--- config.mk ---
export PLATFORM = sky130hd
export DESIGN_NAME = rtbt_div
export DESIGN_NICKNAME = d
export VERILOG_FILES = /design/src/rtl/core/radiance_to_brightness_temperature_macros.svh /design/src/rtl/core/rtbt_pkg.sv /design/src/rtl/core/rtbt_div.sv
export SDC_FILE = /design/constraint.sdc
export NUM_CORES = 2
export LEC_CHECK = 0
export BUFFER_PORTS_ARGS = -buffer_cell sky130_fd_sc_hd__buf_2
export CORE_MARGIN = 8
export CORE_UTILIZATION = 34
export DETAILED_ROUTE_END_ITERATION = 8
export GPL_TIMING_DRIVEN = 0
export PLACE_DENSITY = 0.56
export SYNTH_ARGS = -nofsm -noshare
export SYNTH_HDL_FRONTEND = slang
export SYNTH_SLANG_ARGS = --single-unit
--- constraint.sdc ---
create_clock -name i_clk -period 7.2 [get_ports i_clk]
set_input_delay 0.72 -clock i_clk [delete_from_list [all_inputs] [get_ports i_clk]]
set_output_delay 0.72 -clock i_clk [all_outputs]
set_load 0.03 [all_outputs]
--- src/rtl/core/radiance_to_brightness_temperature_macros.svh ---
// Assertion macros for the radiance to brightness temperature block.
// Included by the top level; needs nothing else.
`ifndef RADIANCE_TO_BRIGHTNESS_TEMPERATURE_MACROS_SVH
`define RADIANCE_TO_BRIGHTNESS_TEMPERATURE_MACROS_SVH

// Same-cycle implication under an active-low synchronous reset.
`define RTBT_ASSERT_NOW(label, clk, rst_n, pre, post) \
    label: assert property (@(posedge clk) disable iff (!rst_n) (pre) |-> (post)) \
        else $error("assertion failed");

// Next-cycle implication under an active-low synchronous reset.
`define RTBT_ASSERT_NEXT(label, clk, rst_n, pre, post) \
    label: assert property (@(posedge clk) disable iff (!rst_n) (pre) |=> (post)) \
        else $error("assertion failed");

`endif

--- src/rtl/core/rtbt_pkg.sv ---
// Shared types and constants for the radiance to brightness temperature block.
// No dependencies.
package rtbt_pkg;

    localparam int COUNT_BITS_DEF = 16;
    localparam int FRAC_BITS      = 30;
    localparam int VAL_BITS       = 41;
    localparam int EXP_BITS       = 6;
    localparam int LOG_BITS       = EXP_BITS + FRAC_BITS;
    localparam int LNQ_BITS       = 36;
    localparam int TEMP_BITS      = 16;
    localparam int NUMER_BITS     = 53;

    // ln2 in Q.28
    localparam logic [27:0] LN2_Q28 = 28'd186065280;

    typedef enum logic [1:0] {
        CFG_GAIN      = 2'd0,
        CFG_OFFSET    = 2'd1,
        CFG_RATIO     = 2'd2,
        CFG_NUMERATOR = 2'd3
    } t_cfg_idx;

    // Sideband that travels with each item down the pipeline
    typedef struct packed {
        logic valid;
        logic inval;
        logic last;
    } t_side;

    // Index of the highest set bit, zero for a zero word
    function automatic logic [EXP_BITS-1:0] top_bit(input logic [VAL_BITS-1:0] v);
        logic [EXP_BITS-1:0] e;
        e = '0;
        for (int i = 0; i < VAL_BITS; i++) begin
            if (v[i]) begin
                e = EXP_BITS'(i);
            end
        end
        return e;
    endfunction

endpackage

--- src/rtl/core/rtbt_div.sv ---
// Pipelined restoring divider, one quotient bit a stage, with saturation.
// Depends on rtbt_pkg.
module rtbt_div (
    input  logic                              i_clk,
    input  logic                              i_rst_n,
    input  logic                              i_en,
    input  logic [rtbt_pkg::LNQ_BITS-1:0]     i_lnq,
    input  logic [31:0]                       i_numc,
    input  rtbt_pkg::t_side                   i_side,
    output logic [rtbt_pkg::TEMP_BITS-1:0]    o_q,
    output logic                              o_sat,
    output rtbt_pkg::t_side                   o_side
);

    localparam int QB = rtbt_pkg::TEMP_BITS;
    localparam int NB = rtbt_pkg::NUMER_BITS;
    localparam int LB = rtbt_pkg::LNQ_BITS;

    logic [NB-1:0]   r_rem [0:QB];
    logic [LB-1:0]   r_dv  [0:QB];
    logic [QB-1:0]   r_q   [0:QB];
    logic            r_sat [0:QB];
    rtbt_pkg::t_side r_s   [0:QB];

    logic [NB-1:0] w_n;
    assign w_n = {i_numc, 21'b0};

    // Quotient beyond the output range, also a zero divisor
    always_ff @(posedge i_clk) begin
        if (!i_rst_n) begin
            r_s[0] <= '0;
        end else if (i_en) begin
            r_s[0] <= i_side;
        end
        if (i_en) begin
            r_rem[0] <= w_n;
            r_dv[0]  <= i_lnq;
            r_q[0]   <= '0;
            r_sat[0] <= w_n >= (NB'(i_lnq) << QB);
        end
    end

    for (genvar j = 1; j <= QB; j++) begin : g_bit
        logic [NB-1:0] w_sub;
        logic          w_ge;
        assign w_sub = NB'(r_dv[j-1]) << (QB - j);
        assign w_ge  = r_rem[j-1] >= w_sub;
        always_ff @(posedge i_clk) begin
            if (!i_rst_n) begin
                r_s[j] <= '0;
            end else if (i_en) begin
                r_s[j] <= r_s[j-1];
            end
            if (i_en) begin
                r_rem[j] <= w_ge ? r_rem[j-1] - w_sub : r_rem[j-1];
                r_dv[j]  <= r_dv[j-1];
                r_q[j]   <= {r_q[j-1][QB-2:0], w_ge};
                r_sat[j] <= r_sat[j-1];
            end
        end
    end

    assign o_q    = r_q[QB];
    assign o_sat  = r_sat[QB];
    assign o_side = r_s[QB];

endmodule
==> summary.txt <==
Clock tree
  • Clk pin slew, worst setup/hold paths: approximately 0.06 ns
  • CTS Sinks: 1,487
  • H-tree Lvls: 4
  • Cts bufs inserted: approximately 180
  • Clk Latency, worst-skew pair: about 0.85 ns
  • Clock root buffer: clkbuf_16
  • CTS-repair resized insts: 0
  • CTS tree: built
  • Setup Fix Bufs, Post-CTS: 0
  • Clk buf depth: 3

Global routing
  • Initial antenna violation count: 4
  • Most used routing layer in global routing: met2
  • Met1 usage: between 15 and 20%
  • Met2 GRT Util: a little under two fifths
  • GRT met3 Usage: about 2.1%
  • Remaining Overflow, GRT: 0
  • Vias in the first global route: between 60,000 and 70,000
  • First-pass GRT wire length: around 380,000 um
  • Largest net degree at the start of global routing: 176
  • Total Routing Usage GR: between 10% and 20%

Power
  • PD cells: a little over 400 nW/um^2
  • Lkg Pwr: 0.0386 uW
  • Maximum vdd drop: approximately 240 uV

Route
  • # DRC: 0
  • Via/cell ratio: about 5.1
  • Iter 0 DRT Violations: a little under 3,000
  • Avg WL per Cell: between 20 and 25 um
  • Antenna viol nets, final: 0
  • Post-Route WL: around 250,000 um
  • Vias after detailed routing: a little over 60,000
  • DRT Pass-1 Iters: 7

Setup path
  • Crit-path cells: inv_1, ha_1, nor2b_1, o211ai_1, nand3b_1, a21oi_1, o21ai_1, a21oi_1, o21ai_0, a31oi_1, clkbuf_1, clkbuf_1, clkbuf_1, nand2_1, o21ai_0
  • Max incr delay on CP: roughly 0.79 ns
  • WS Path Type: reg2reg
  • CP max stage cell: clkbuf_1
  • Crit path DAT: 6.39 ns
  • Worst Setup Start Kind: flip-flop
  • Top cell by count, worst path: clkbuf_1
  • Req. time, crit path: 7.78 ns
  • Worst Path Max Fanout: 10
  • CP Capture Type: flip-flop

Placement
  • DP Wirelength: slightly above 200,000 um
  • DP Cell Count: roughly 12,000
  • GP Congestion: approximately 0.98
  • Dpl ws: ~1.3 ns
  • I/O Buffers: 93

STA
  • Layout Skew: 0.0704 ns
  • Rel. slew slack: -3.24%
  • RSZ-0062 raised after global routing: false
  • Fmax: about 0.17 GHz
  • Final hold vios: 0
  • Worst Hold Margin: 0.0843 ns
  • TNS Setup: 0 ns
  • Final worst setup slack: about 1.4 ns
  • Final Slew Violations: 4
  • Final setup fails: 0
  • Worst-Margin Slew: 1.53 ns
  • Tmin final: 5.81 ns
  • Period Utilization, post-route: 80.7%

Run status
  • Status: finished with violations
  • Failing checks: max-capacitance violations, max-slew violations

Synth
  • Ys Warns: 0
  • Ys async rst share: 0%
  • Synthesized area: ~87,000 sq um
  • Main area contributors after synthesis: edfxtp_1 51%, ha_1 8.7%, a21oi_1 4.5%, xnor2_1 3.3%, inv_1 3.2%
  • Most common cell in the synthesized netlist: edfxtp_1
  • Top_reg_cell synth: edfxtp_1
  • Sequential area share after synthesis: about half
  • Netlist cell types: between 90 and 100
  • Synth area leader: edfxtp_1
  • Syn avg cell area: between 10 and 15 sq um
  • Synth cell count leaders: 1,487 x edfxtp_1, 786 x a21oi_1, 742 x inv_1
  • Area share of the largest cell type after synthesis: 51.5%
  • Register bit total from synthesis: 1,487
  • Net count after synthesis: 8,891
  • Post-Synthesis Cells: between 8,000 and 9,000
  • Post-synth EDFFs: approximately 1,500

Cells and area
  • Seq. cell area: around 45,000 sq um
  • Filler Cells Inserted: around 24,000
  • Footprint of the multi-input gates: ~38,000 sq um
  • Layout area overhead: 12.9%
  • Final net count: between 9,000 and 10,000
  • Fin cells: approximately 12,000
  • Share of cells above drive strength 1: under 10%

Floorplanning
  • Die W: around 520 um
  • IO Count: 94
  • Initial Utilization: roughly 34%
  • # rows: roughly 190
  • Area of the die: about 270,000 sq um
  • Core area: ~250,000 sq um
  • Die H: between 500 and 600 um

Worst hold path
  • HP Class: in2reg

Flow run
  • Maximum capacitance violations: 1
==> kinds of logic after synthesis <==
| logic type | after synthesis | synth area share [%] |
|---|---|---|
| AOI/OAI and AO/OA | 2236 | 16.0 |
| and+or+nand+nor | 2141 | 11.8 |
| DFF | 1487 | 51.5 |
| buffers and inverters | 1040 | 4.64 |
| xor gates and xnor gates | 617 | 6.23 |
| adders and majority gates | 615 | 8.99 |
| muxes | 66 | 0.857 |
==> worst max-delay path: cells and delay by family (launching register included) <==
kind,cells,cell delay (ns)
compound gates,7,2.41
buf+inv,4,2.04
flops,1,0.40
simple gates,3,0.40
fa+ha+maj,1,0.26
==> layer usage <==
layer | vias up | share of wire [%] | wire length [um]
li1 | 30661 | - | -
met1 | 28989 | 32 | 81700
met2 | 1327 | 56 | 142000
met3 | 730 | 2.4 | 6020
met4 | 0 | 9.3 | 23400
met5 | - | 0 | 0
==> registers in the layout, summed over array words and instances, names as in the netlist <==
register,count
r_sat,17
r_dv,576
r_q,136
r_s,51
r_rem,707
==> power by group <==
group          switching [uW]  internal [uW]
registers                1240          12500
logic                   10300           6600
clock network            3790           5280
total                   15300          24400
==> final timing paths <==
| kind | from | cells past startpoint | to | slack [ns] |
|---|---|---|---|---|
| worst max-delay path | r_dv[0][181] | 15 | r_rem[0][347] | 1.39 |
| worst min-delay path | i_lnq[35] | 1 | r_dv[0][35] | 0.08 |
| worst max register to register | r_dv[0][181] | 15 | r_rem[0][347] | 1.39 |
| worst min register to register | r_q[0][168] | 0 | r_q[0][185] | 0.39 |
==> placed cells by master (no fill, tap or decap), types with 30 or more instances in the layout <==
master,count
or3_1,30
nand4_1,149
and2_1,35
o211ai_1,55
clkinv_1,42
o31ai_1,36
ha_1,601
xnor2_1,327
nand3_1,143
a31oi_1,71
nor3_1,118
a211oi_1,46
nor2b_1,82
clkinv_2,30
xor2_1,290
o21ai_0,507
o21a_1,78
nand2_1,622
and3_1,99
nor4_1,60
mux2_2,66
a21o_1,304
nor2_1,602
edfxtp_1,1487
clkbuf_1,265
clkbuf_16,181
nand2b_1,74
o21bai_1,74
inv_1,742
a21oi_1,786
buf_2,124
==> final cells by class <==
class	instances	share of cell area [%]
plain buffers	294	1.25
repair buffers	128	1.01
clock buffers	224	4.79
clock inverters	111	1.32
diodes	7	0.0179
inverters	746	2.86
multi-input cells	5675	38.9
flip-flops and latches	1487	45.6
well taps	3366	4.30
==> through the flow <==
step,instance area (sq um),power (uW),util (%)
global route,97900,42300,38.6
floorplan,86700,25700,-
detailed placement,91700,30700,36.1
CTS,97900,40000,38.6
global placement,91400,31000,36.0
finish,98000,39700,38.6
==> repair_timing <==
action                                  4_1_cts  5_1_grt
hold endpoints to repair                     21        0
hold buffers                                 21        0
endpoints found under the setup margin        0        0
(Power assumes the default switching activity.)
